==> src/rtl/core/abh_pkg.sv <==
`default_nettype none
package abh_pkg;

    localparam int unsigned LANES       = 4;
    localparam int unsigned BLOCK_WORDS = 8;
    localparam int unsigned WORD_W      = 64;

    localparam logic [WORD_W-1:0] INIT_A = 64'h6d6574615f6d6172;
    localparam logic [WORD_W-1:0] INIT_B = 64'h7465735f7169735f;
    localparam logic [WORD_W-1:0] INIT_C = 64'h6e69755f4d654f6d;
    localparam logic [WORD_W-1:0] INIT_D = 64'h646f6d5f656e6f6d;

    localparam int unsigned ROT_0 = 13;
    localparam int unsigned ROT_1 = 16;
    localparam int unsigned ROT_2 = 21;
    localparam int unsigned ROT_3 = 17;

    // input kind codes
    localparam logic [1:0] KIND_START  = 2'd0;
    localparam logic [1:0] KIND_DATA   = 2'd1;
    localparam logic [1:0] KIND_FINISH = 2'd2;

    typedef enum logic [1:0] {
        CMD_START  = 2'd0,
        CMD_MIX    = 2'd1,
        CMD_FINISH = 2'd2
    } t_cmd;

    typedef logic [BLOCK_WORDS-1:0][WORD_W-1:0] t_block;
    typedef logic [LANES-1:0][WORD_W-1:0]       t_lanes;

    typedef struct packed {
        t_cmd   cmd;
        t_block words;
    } t_q_entry;

    localparam int unsigned Q_ENTRY_W = $bits(t_q_entry);

endpackage
`default_nettype wire

==> src/rtl/core/abh_front.sv <==
`default_nettype none
module abh_front
    import abh_pkg::*;
(
    input  wire logic              i_clk,
    input  wire logic              i_rst_n,
    input  wire logic              i_valid,
    output logic                   o_ready,
    input  wire logic [1:0]        i_kind,
    input  wire logic [WORD_W-1:0] i_data_word,
    output logic                   o_push_valid,
    output t_q_entry               o_push_entry,
    input  wire logic              i_push_ready
);

    logic [2:0]            r_count;
    logic [2:0]            n_count;
    logic [WORD_W-1:0]     r_buf [BLOCK_WORDS-1];
    logic                  accept;

    assign o_ready = i_push_ready;
    assign accept  = i_valid && i_push_ready;

    always_comb begin
        o_push_valid       = 1'b0;
        o_push_entry.cmd   = CMD_MIX;
        o_push_entry.words = '0;
        n_count            = r_count;
        for (int w = 0; w < BLOCK_WORDS - 1; w++) begin
            o_push_entry.words[w] = r_buf[w];
        end
        o_push_entry.words[BLOCK_WORDS-1] = i_data_word;
        if (accept) begin
            unique case (i_kind)
                KIND_START: begin
                    o_push_valid     = 1'b1;
                    o_push_entry.cmd = CMD_START;
                    n_count          = '0;
                end
                KIND_DATA: begin
                    n_count = 3'(r_count + 3'd1);
                    if (r_count == 3'(BLOCK_WORDS - 1)) begin
                        o_push_valid     = 1'b1;
                        o_push_entry.cmd = CMD_MIX;
                    end
                end
                KIND_FINISH: begin
                    o_push_valid     = 1'b1;
                    o_push_entry.cmd = CMD_FINISH;
                end
                default: begin
                    // unused kind, dropped
                end
            endcase
        end
    end

    always_ff @(posedge i_clk) begin
        if (!i_rst_n) begin
            r_count <= '0;
        end else begin
            r_count <= n_count;
        end
    end

    // gather words of the current block, the last one goes straight to the queue
    always_ff @(posedge i_clk) begin
        if (accept && i_kind == KIND_DATA && r_count != 3'(BLOCK_WORDS - 1)) begin
            r_buf[r_count] <= i_data_word;
        end
    end

endmodule
`default_nettype wire

==> src/rtl/core/abh_queue.sv <==
`default_nettype none
module abh_queue
    import abh_pkg::*;
#(
    parameter int unsigned WIDTH = 8,
    parameter int unsigned DEPTH = 2
) (
    input  wire logic             i_clk,
    input  wire logic             i_rst_n,
    input  wire logic             i_push_valid,
    output logic                  o_push_ready,
    input  wire logic [WIDTH-1:0] i_push_data,
    output logic                  o_pop_valid,
    input  wire logic             i_pop_ready,
    output logic [WIDTH-1:0]      o_pop_data
);

    localparam int unsigned PTR_W = (DEPTH > 1) ? $clog2(DEPTH) : 1;
    localparam int unsigned CNT_W = $clog2(DEPTH + 1);

    logic [WIDTH-1:0] r_mem [DEPTH];
    logic [PTR_W-1:0] r_wr_ptr;
    logic [PTR_W-1:0] r_rd_ptr;
    logic [CNT_W-1:0] r_count;
    logic             push;
    logic             pop;

    assign o_push_ready = (r_count != CNT_W'(DEPTH));
    assign o_pop_valid  = (r_count != '0);
    assign o_pop_data   = r_mem[r_rd_ptr];
    assign push         = i_push_valid && o_push_ready;
    assign pop          = o_pop_valid && i_pop_ready;

    always_ff @(posedge i_clk) begin
        if (!i_rst_n) begin
            r_wr_ptr <= '0;
            r_rd_ptr <= '0;
            r_count  <= '0;
        end else begin
            if (push) begin
                r_wr_ptr <= (r_wr_ptr == PTR_W'(DEPTH - 1)) ? '0 : PTR_W'(r_wr_ptr + 1'b1);
            end
            if (pop) begin
                r_rd_ptr <= (r_rd_ptr == PTR_W'(DEPTH - 1)) ? '0 : PTR_W'(r_rd_ptr + 1'b1);
            end
            if (push && !pop) begin
                r_count <= CNT_W'(r_count + 1'b1);
            end else if (pop && !push) begin
                r_count <= CNT_W'(r_count - 1'b1);
            end
        end
    end

    always_ff @(posedge i_clk) begin
        if (push) begin
            r_mem[r_wr_ptr] <= i_push_data;
        end
    end

endmodule
`default_nettype wire

==> src/rtl/core/abh_back.sv <==
`default_nettype none
module abh_back
    import abh_pkg::*;
(
    input  wire logic              i_clk,
    input  wire logic              i_rst_n,
    input  wire logic              i_pop_valid,
    input  wire t_q_entry          i_pop_entry,
    output logic                   o_pop_ready,
    output logic                   o_valid,
    input  wire logic              i_ready,
    output logic [WORD_W-1:0]      o_digest_word,
    output logic                   o_digest_last
);

    t_lanes            r_va, r_vb, r_vc, r_vd;
    t_lanes            n_va, n_vb, n_vc, n_vd;
    logic [2:0]        r_step;
    logic [2:0]        n_step;
    logic              r_out_valid;
    logic [WORD_W-1:0] r_out_word;
    logic              r_out_last;
    logic              out_load;
    logic              load_ok;
    logic [WORD_W-1:0] out_word;

    function automatic logic [WORD_W-1:0] rotl(input logic [WORD_W-1:0] x,
                                               input int unsigned r);
        return (x << r) | (x >> (WORD_W - r));
    endfunction

    assign load_ok = !r_out_valid || i_ready;

    always_comb begin
        logic [WORD_W-1:0] a, b, c, d;
        n_va        = r_va;
        n_vb        = r_vb;
        n_vc        = r_vc;
        n_vd        = r_vd;
        n_step      = r_step;
        o_pop_ready = 1'b0;
        out_load    = 1'b0;
        out_word    = r_va[0];
        a = '0; b = '0; c = '0; d = '0;
        if (i_pop_valid) begin
            unique case (i_pop_entry.cmd)
                CMD_START: begin
                    for (int l = 0; l < LANES; l++) begin
                        n_va[l] = INIT_A;
                        n_vb[l] = INIT_B;
                        n_vc[l] = INIT_C;
                        n_vd[l] = INIT_D;
                    end
                    n_step      = '0;
                    o_pop_ready = 1'b1;
                end
                CMD_MIX: begin
                    // one add-rotate-xor step per cycle on all four lanes
                    for (int l = 0; l < LANES; l++) begin
                        a = r_va[l];
                        b = r_vb[l];
                        c = r_vc[l];
                        d = r_vd[l];
                        if (r_step == 3'd0) begin
                            a = a ^ i_pop_entry.words[l];
                            b = b ^ i_pop_entry.words[l+LANES];
                        end
                        unique case (r_step[1:0])
                            2'd0: begin
                                a = a + b;
                                b = rotl(b, ROT_0) ^ a;
                            end
                            2'd1: begin
                                c = c + d;
                                d = rotl(d, ROT_1) ^ c;
                            end
                            2'd2: begin
                                a = a + d;
                                d = rotl(d, ROT_2) ^ a;
                            end
                            2'd3: begin
                                c = c + b;
                                b = rotl(b, ROT_3) ^ c;
                            end
                            default: ;
                        endcase
                        if (r_step == 3'd7) begin
                            a = a ^ i_pop_entry.words[l];
                            b = b ^ i_pop_entry.words[l+LANES];
                        end
                        n_va[l] = a;
                        n_vb[l] = b;
                        n_vc[l] = c;
                        n_vd[l] = d;
                    end
                    n_step = 3'(r_step + 3'd1);
                    if (r_step == 3'd7) begin
                        o_pop_ready = 1'b1;
                    end
                end
                CMD_FINISH: begin
                    if (load_ok) begin
                        out_load = 1'b1;
                        unique case (r_step[1:0])
                            2'd0:    out_word = r_va[0];
                            2'd1:    out_word = r_va[1];
                            2'd2:    out_word = r_vb[0];
                            default: out_word = r_vb[1];
                        endcase
                        n_step = (r_step[1:0] == 2'd3) ? '0 : 3'(r_step + 3'd1);
                        if (r_step[1:0] == 2'd3) begin
                            o_pop_ready = 1'b1;
                        end
                    end
                end
                default: begin
                    o_pop_ready = 1'b1;
                    n_step      = '0;
                end
            endcase
        end
    end

    always_ff @(posedge i_clk) begin
        if (!i_rst_n) begin
            for (int l = 0; l < LANES; l++) begin
                r_va[l] <= INIT_A;
                r_vb[l] <= INIT_B;
                r_vc[l] <= INIT_C;
                r_vd[l] <= INIT_D;
            end
            r_step      <= '0;
            r_out_valid <= 1'b0;
        end else begin
            r_va   <= n_va;
            r_vb   <= n_vb;
            r_vc   <= n_vc;
            r_vd   <= n_vd;
            r_step <= n_step;
            if (out_load) begin
                r_out_valid <= 1'b1;
            end else if (i_ready) begin
                r_out_valid <= 1'b0;
            end
        end
    end

    always_ff @(posedge i_clk) begin
        if (out_load) begin
            r_out_word <= out_word;
            r_out_last <= (r_step[1:0] == 2'd3);
        end
    end

    assign o_valid       = r_out_valid;
    assign o_digest_word = r_out_word;
    assign o_digest_last = r_out_last;

endmodule
`default_nettype wire

==> src/rtl/core/arx_block_hash_absorb_top.sv <==
// arx block hash absorber
//
// input channel (i_valid / o_ready): one transaction per cycle carries i_kind and
// i_data_word. kind start reloads the initial vectors, kind data adds one
// little-endian 64-bit word to the current 8-word block, kind finish asks for
// the digest, kind 3 is taken and dropped.
// output channel (o_valid / i_ready): four transactions per finish, digest words
// a0, a1, b0, b1, o_digest_last high on the fourth.
//
// the front gathers words and pushes start, full-block mix and finish commands
// into a short command queue; the back runs them in order. a block mix runs
// one add-rotate-xor step of all four lanes per cycle, as many steps as the
// block has words, so data words stream at one per cycle sustained. digest
// words follow the finish through the queue and the output register, one per
// cycle while i_ready is high, each block mix queued ahead holding them back.
// o_ready drops only when the queue is full. a stalled receiver holds the
// output register and the finish command at the queue head; the front keeps
// taking transactions until the queue fills.
// reset (synchronous, active low) loads the initial vectors, clears the word
// count, empties the queue and drops any pending digest word.
`default_nettype none
module arx_block_hash_absorb_top
    import abh_pkg::*;
#(
    parameter int unsigned QUEUE_DEPTH = 2
) (
    input  wire logic              i_clk,
    input  wire logic              i_rst_n,
    input  wire logic              i_valid,
    output logic                   o_ready,
    input  wire logic [1:0]        i_kind,
    input  wire logic [WORD_W-1:0] i_data_word,
    output logic                   o_valid,
    input  wire logic              i_ready,
    output logic [WORD_W-1:0]      o_digest_word,
    output logic                   o_digest_last
);

    // front to queue
    logic                 push_valid;
    logic                 push_ready;
    t_q_entry             push_entry;

    // queue to back
    logic                 pop_valid;
    logic                 pop_ready;
    logic [Q_ENTRY_W-1:0] pop_bits;
    t_q_entry             pop_entry;

    assign pop_entry = t_q_entry'(pop_bits);

    abh_front u_front (
        .i_clk        (i_clk),
        .i_rst_n      (i_rst_n),
        .i_valid      (i_valid),
        .o_ready      (o_ready),
        .i_kind       (i_kind),
        .i_data_word  (i_data_word),
        .o_push_valid (push_valid),
        .o_push_entry (push_entry),
        .i_push_ready (push_ready)
    );

    // command queue, full-block words travel with the mix command
    abh_queue #(
        .WIDTH (Q_ENTRY_W),
        .DEPTH (QUEUE_DEPTH)
    ) u_queue (
        .i_clk        (i_clk),
        .i_rst_n      (i_rst_n),
        .i_push_valid (push_valid),
        .o_push_ready (push_ready),
        .i_push_data  (Q_ENTRY_W'(push_entry)),
        .o_pop_valid  (pop_valid),
        .i_pop_ready  (pop_ready),
        .o_pop_data   (pop_bits)
    );

    // state vectors, mixing sequencer and output register
    abh_back u_back (
        .i_clk         (i_clk),
        .i_rst_n       (i_rst_n),
        .i_pop_valid   (pop_valid),
        .i_pop_entry   (pop_entry),
        .o_pop_ready   (pop_ready),
        .o_valid       (o_valid),
        .i_ready       (i_ready),
        .o_digest_word (o_digest_word),
        .o_digest_last (o_digest_last)
    );

endmodule
`default_nettype wire

==> config.mk <==
export PLATFORM = sky130hd
export DESIGN_NAME = arx_block_hash_absorb_top
export DESIGN_NICKNAME = d
export VERILOG_FILES = /design/src/rtl/core/abh_pkg.sv /design/src/rtl/core/abh_front.sv /design/src/rtl/core/abh_queue.sv /design/src/rtl/core/abh_back.sv /design/src/rtl/core/arx_block_hash_absorb_top.sv
export SDC_FILE = /design/constraint.sdc
export NUM_CORES = 2
export LEC_CHECK = 0
export BUFFER_PORTS_ARGS = -buffer_cell sky130_fd_sc_hd__buf_2
export CAP_MARGIN = 20
export CORE_ASPECT_RATIO = 0.75
export CORE_MARGIN = 4
export CORE_UTILIZATION = 40
export DETAILED_ROUTE_END_ITERATION = 8
export MAX_ROUTING_LAYER = met4
export SYNTH_ARGS = -nofsm -noshare
export SYNTH_HDL_FRONTEND = slang
export SYNTH_SLANG_ARGS = --single-unit
export TNS_END_PERCENT = 5
==> constraint.sdc <==
create_clock -name i_clk -period 12.8 [get_ports i_clk]
set_input_delay 0.64 -clock i_clk [delete_from_list [all_inputs] [get_ports i_clk]]
set_output_delay 0.64 -clock i_clk [all_outputs]
set_load 0.1 [all_outputs]
Yosys cells after proc, flatten, opt, wreduce, memory -nomap -nowiden. Memories as Yosys holds them, arrays and structs flattened. A register that Yosys moved wholly into a read port is not among the register bits. Index checks and enable logic that the tools add are counted.

Multiplexer cells: 101. Add/subtract/negate cells: 22. Reductions and logical operators: 26. Bitwise gates (word level): 48. Eq/ne operators: 14.

Operators by type and width (number): $mux 64 (51); $pmux 256 s2 (4); $pmux 64 s2 (16); $xor 64x64->64 (32); $add 64x64->64 (16); $or 64x13->64 (4); $or 64x16->64 (4); $or 64x17->64 (4); $or 64x21->64 (4); $pmux 64 s3 (1); $mux 1 (19); $pmux 3 s2 (2); $reduce_bool 2->1 (5); $eq 2x2->1 const B (4); $logic_and 1x1->1 (7); $add 3x1->3 const B (2); $eq 2x1->1 const B (3); $eq 3x3->1 const B (2); $logic_not 2->1 (3); $mux 2 (3); $mux 3 (2); $ne 3x1->1 const B (2); $reduce_and 2->1 (3); $reduce_and 3->1 (2); 12 further kinds (16).

Output and inout bits: 67. Flip-flop bits (word level): 1100. Memories: 2. Input port bits: 70. Logic and storage cells: 237. Bits in writable memories: 1476.

Memory list: u_queue.r_mem (depth 2, bits a word 514, read ports 1, clocked after Yosys merged registers in 1, write ports 1, line abh_queue.sv:21) `logic [WIDTH-1:0] r_mem [DEPTH];`; u_front.r_buf (depth 7, bits a word 64, read ports 7, clocked after Yosys merged registers in 0, write ports 1, line abh_front.sv:18) `logic [WORD_W-1:0] r_buf [BLOCK_WORDS-1];`.

Longest topological paths before layout.
Depth in word-level cells: 12. Gate-level depth with buffers: 33. Mapped depth without buffers: 23.

Hierarchy. From an unflattened synthesis, not the netlist that was laid out.

Cells, all modules: 11480. Area total of the unflattened synthesis: 120500.6 sq um.

By module, submodules not included: abh_back (area each 68764.7 sq um, cells an instance 9310, sequential area each 12281.8 sq um, instances 1); abh_queue (area each 37503.5 sq um, cells an instance 1623, sequential area each 30969.7 sq um, instances 1); abh_front (area each 14232.4 sq um, cells an instance 547, sequential area each 13513.0 sq um, instances 1).

Worst setup path after synthesis. No wires, ideal clock.

Path kind: register -> register. From: register u_queue.r_count[0]. To: memory u_queue.r_mem[0][0] (netlist name) (enable). Slack: -1240 ps. Period minus slack after synthesis: 14040 ps. Arrival time: 13130 ps. Required time: 11890 ps. Cell stages (with the launch flop): 7. Library setup time: 910 ps. Cell sequence: dfxtp_1 > nand2b_1 > nand2_1 > nor2_1 > nand2_1 > nand2_1 > nor2b_1.

Cells in the longest elaborated chain, start to end: 6.

RTL lines: start: declaration (line abh_queue.sv:24) `logic [CNT_W-1:0] r_count;`; start signal: assignment (line abh_queue.sv:47) `r_count <= CNT_W'(r_count + 1'b1);`; start signal: assignment (line abh_queue.sv:49) `r_count <= CNT_W'(r_count - 1'b1);`; $ne 2x2->1 (*) (line abh_queue.sv:28) `assign o_push_ready = (r_count != CNT_W'(DEPTH));`; named net o_ready (line arx_block_hash_absorb_top.sv:30) `output logic o_ready,`; $logic_and 1x1->1 (line abh_front.sv:22) `assign accept = i_valid && i_push_ready;`; $mux 1 (line abh_front.sv:33) `if (accept) begin`; $logic_and 1x1->1 (*) (line abh_queue.sv:31) `assign push = i_push_valid && o_push_ready;`; named net u_queue.push (line abh_queue.sv:25) `logic push;`; $mux 1 (*) (line abh_queue.sv:55) `if (push) begin`; $mux 1 (not written as such) (*) (line abh_queue.sv:56) `r_mem[r_wr_ptr] <= i_push_data;`; end: declaration (line abh_queue.sv:21).

Mark *: on every way through the listed nets, which the timed path passes. The rest lies on a longest branch.

Worst setup path after layout.
From: register u_back.r_step[0]. To: register u_back.r_vb[125] (netlist name).

Cells in the longest elaborated chain, start to end: 12. Elaborated cells between the ends (all ways): 22. Those cells by class: add/sub (2); eq/ne (2); mux (11); bitwise (5); reduce/logical (2).

RTL lines: start: declaration (line abh_back.sv:18) `logic [2:0] r_step;`; start signal: assignment (line abh_back.sv:139) `r_step <= n_step;`; $logic_not 3->1 (line abh_back.sv:64) `if (r_step == 3'd0) begin`; $mux 64 (line abh_back.sv:64); $mux 64 (line abh_back.sv:46) `unique case (i_pop_entry.cmd)`; $mux 64 (line abh_back.sv:45) `if (i_pop_valid) begin`; $add 64x64->64 (tied with other cells) (line abh_back.sv:82) `c = c + b;`; $xor 64x64->64, on equally long branches (line abh_back.sv:83, abh_back.sv:71); $pmux 64 s2 (line abh_back.sv:68) `unique case (r_step[1:0])`; $mux 64 (line abh_back.sv:46); $mux 64 (line abh_back.sv:45); $xor 64x64->64 (line abh_back.sv:89) `b = b ^ i_pop_entry.words[l+LANES];`; $mux 64 (*) (line abh_back.sv:87) `if (r_step == 3'd7) begin`; $pmux 256 s2 (*) (line abh_back.sv:46); end signal: assignment (line abh_back.sv:136) `r_vb <= n_vb;`; end: declaration (line abh_back.sv:16) `t_lanes r_va, r_vb, r_vc, r_vd;`.

Mark *: on every way between the ends. The rest lies on a longest branch, timed or not. The select of a mux whose other input is x is not followed. A chain may end at the register's enable or synchronous reset.

==> impl_metrics.json <==
{
  "synth_most_common_cell": "a21oi_1",
  "r2r_start": "u_back.r_step[0]",
  "drtIter0Drc": 14700,
  "avgSynthCellArea_um2": 9.27,
  "ios": 137,
  "antenna_found_initial": 48,
  "synthAdderAreaFrac_pct": 7.29,
  "die_y_um": 430,
  "slew_violations": 0,
  "fillCellCount": 22800,
  "synth_xor_area_share_pct": 14.0,
  "rsz0062_at_grt": "false",
  "clk_pin_slew_worst_paths_ns": 0.06,
  "tightest_slew_ns": 1.34,
  "cts_buffers": 158,
  "core_area_um2": 236000,
  "start_kind": "flop",
  "drtAntennaViolNets": 0,
  "area_delta_synth_final_pct": 10.6,
  "port_buffers": 136,
  "min_from": "i_data_word[29]",
  "nNetsFinal": 10800,
  "cp_data_arrival_time_ns": 9.00,
  "post_cts_buffers": 0,
  "yosysUniqueCellTypes": 108,
  "setup_viol_count_final": 0,
  "syn_nets": 10900,
  "via_count": 88700,
  "netlist_area_um2": 95000,
  "start_util_pct": 40.3,
  "cts_tree": "yes",
  "grt_pass1_wl_um": 702000,
  "synth_common_cells": "997 x a21oi_1, 991 x xnor2_1, 837 x edfxtp_1, 794 x nor2_1, 736 x nand2_1",
  "die-area_um2": 246000,
  "synthSimpleGateAreaFrac_pct": 11.9,
  "finalHoldViolCount": 0,
  "worstSkewPairLatency_ns": 0.87,
  "yosys.area.top_type": "edfxtp_1",
  "cts_root_buf": "clkbuf_16",
  "critical_path_class": "flop to flop",
  "vias_per_cell": 6.58,
  "synth_ff_type": "edfxtp_1",
  "crit_buf_inv": 3,
  "rows": 154,
  "grt-ovfl-total": 0,
  "max_stage_delay_ns": 0.71,
  "cts.path.max_buffers": 4,
  "synth_top_family_by_area": "compound AO/OA/AOI/OAI gates",
  "layout_setup_ws_ns": 4.50,
  "clock_sinks": 1361,
  "yosys_warnings": 0,
  "cts_hold_buf": 2,
  "crit_fanout": 63,
  "path_delay_family": "compound AO/OA/AOI/OAI gates",
  "drive_above_1_share_pct": 7.52,
  "synth_compound_area_share_pct": 22.4,
  "grt_max_degree": 103,
  "pre_cts_slack_ns": 4.51,
  "post-route-min-period_ns": 8.30,
  "utilization_pct": 44.6,
  "firstDrtPassIters": 7,
  "fin_worst_skew_ns": 0.0655,
  "synth_seq_area_share_pct": 37.5,
  "ys_seq_elements": 1361,
  "synth_top_area_share_pct": 26.4,
  "slew-limit-headroom_pct": 9.85,
  "period_share_pct": 64.9,
  "die_x_um": 571,
  "slowest_stage": "buf_4",
  "end_kind": "flop",
  "drc": 0,
  "wl_um": 532000,
  "status": "finished, final reports clean",
  "fin_tns_setup_ns": 0,
  "worstPathRequired_ns": 13.50,
  "avgRoutedWirePerCell_um": 39.5,
  "hold_class": "input pin to flop",
  "dp_hpwl_um": 411000,
  "synthTopCellsByArea": "edfxtp_1 26%, dfxtp_1 11%, xnor2_1 9.1%, ha_1 7.1%, a21oi_1 5.2%",
  "synth_mux_area_share_pct": 3.47,
  "htreeDepth": 4,
  "max_freq_mhz": 120,
  "grt.total_usage_pct": 42.8,
  "crit_chain": "inv_1, ha_4, nand2b_4, buf_4, nor2_1, xnor2_1, inv_1, ha_1, and4_1, and3_1, and3_1, a211o_1, a31oi_1, o21bai_1, a221o_1, a21oi_1, o311ai_0, xor2_1, xnor2_1, o22ai_1, mux2i_1, a21oi_1",
  "startpoint": "u_back.r_step[0]",
  "synthCells": 10200,
  "gp_congestion": 1.08,
  "cts_resized": 0,
  "first_global_vias": 79500,
  "async_flop_share_pct": 0,
  "maxCapViolCount": 0,
  "synth_edf_count": 837
}
-- worst paths after layout --
check | end | slack, ns | cells past startpoint
hold / removal | u_front.r_buf[0][29] | 0.07 | 1
setup / recovery | u_back.r_vb[125] | 4.50 | 22
hold reg to reg | u_queue.r_mem[0][56] | 0.42 | 0
setup reg to reg | u_back.r_vb[125] | 4.50 | 22
-- flip-flops by register name, summed over array words and instances (netlist names), named ones only --
name and cells:
u_front.r_count 3, u_queue.r_wr_ptr 1, u_back.r_vb 128, u_back.o_digest_last 1, u_queue.r_count 2, u_back.r_vd 128, u_back.r_step 3, u_back.o_digest_word 64
u_back.r_vc 128, u_queue.r_rd_ptr 1, u_back.o_valid 1, u_back.r_va 128, u_queue.r_mem 516, u_front.r_buf 256
-- kinds of logic after synthesis --
group / Yosys count
muxes: 327
AOI/OAI and AO/OA: 3245
DFF: 1361
and+or+nand+nor: 2437
buffers and inverters: 824
xor gates and xnor gates: 1506
adders and majority gates: 549
-- through the flow --
step | hold WS [ns] | cells | area (µm²)
5_1_grt | 0.0258 | 13500 | 105000
4_1_cts | 0.0188 | 13400 | 105000
3_3_place_gp | 0.422 | 13200 | 99600
2_1_floorplan | 0.421 | 10200 | 95000
3_5_place_dp | 0.429 | 13200 | 99700
6_report | 0.0692 | 13500 | 105000
-- cell usage in the layout, fill, tap and decap left out, types with 36 or more instances in the layout --
cell type / count
o21a_1: 70
inv_1: 250
a221oi_1: 100
o22ai_1: 166
buf_2: 135
o21ai_0: 485
and3_1: 56
a31oi_1: 69
nand3_1: 107
dfxtp_1: 523
clkbuf_16: 159
nand2b_1: 113
a22oi_1: 152
xor2_1: 497
mux2i_1: 310
a21o_1: 406
nand4_1: 117
edfxtp_1: 837
a211oi_1: 47
a211o_1: 36
a22o_1: 213
o21bai_1: 99
o22a_1: 36
xnor2_1: 973
nand2_1: 727
nor3_1: 74
buf_4: 223
a21oi_1: 997
o211ai_1: 45
nor2b_1: 265
nor2_1: 775
ha_1: 535
-- metal layers --
layer	part of all wire (%)	routed length [µm]	track usage (%)	up-vias
li1	-	-	-	37400
met1	44	234000	61.9	44300
met2	37	195000	52.8	6174
met3	14	76400	15.3	768
met4	5.0	26400	17.0	0
met5	0	0	-	-
-- layout make-up --
type                            instances  area (µm²)  area share [%]
Antenna cell                           18        45.0          0.0428
Tap cell                             3120        3900            3.71
Timing Repair Buffer                  381        2730            2.59
Inverter                              254         961           0.914
Sequential cell                      1361       35600            33.9
Clock buffer                          198        4230            4.02
Clock inverter                         81        1000           0.952
Multi-Input combinational cell       8064       56700            53.9
Power is left out: the tool's default activity adds up to more than one toggle a clock period on the data nets, which glitch-free logic cannot reach.
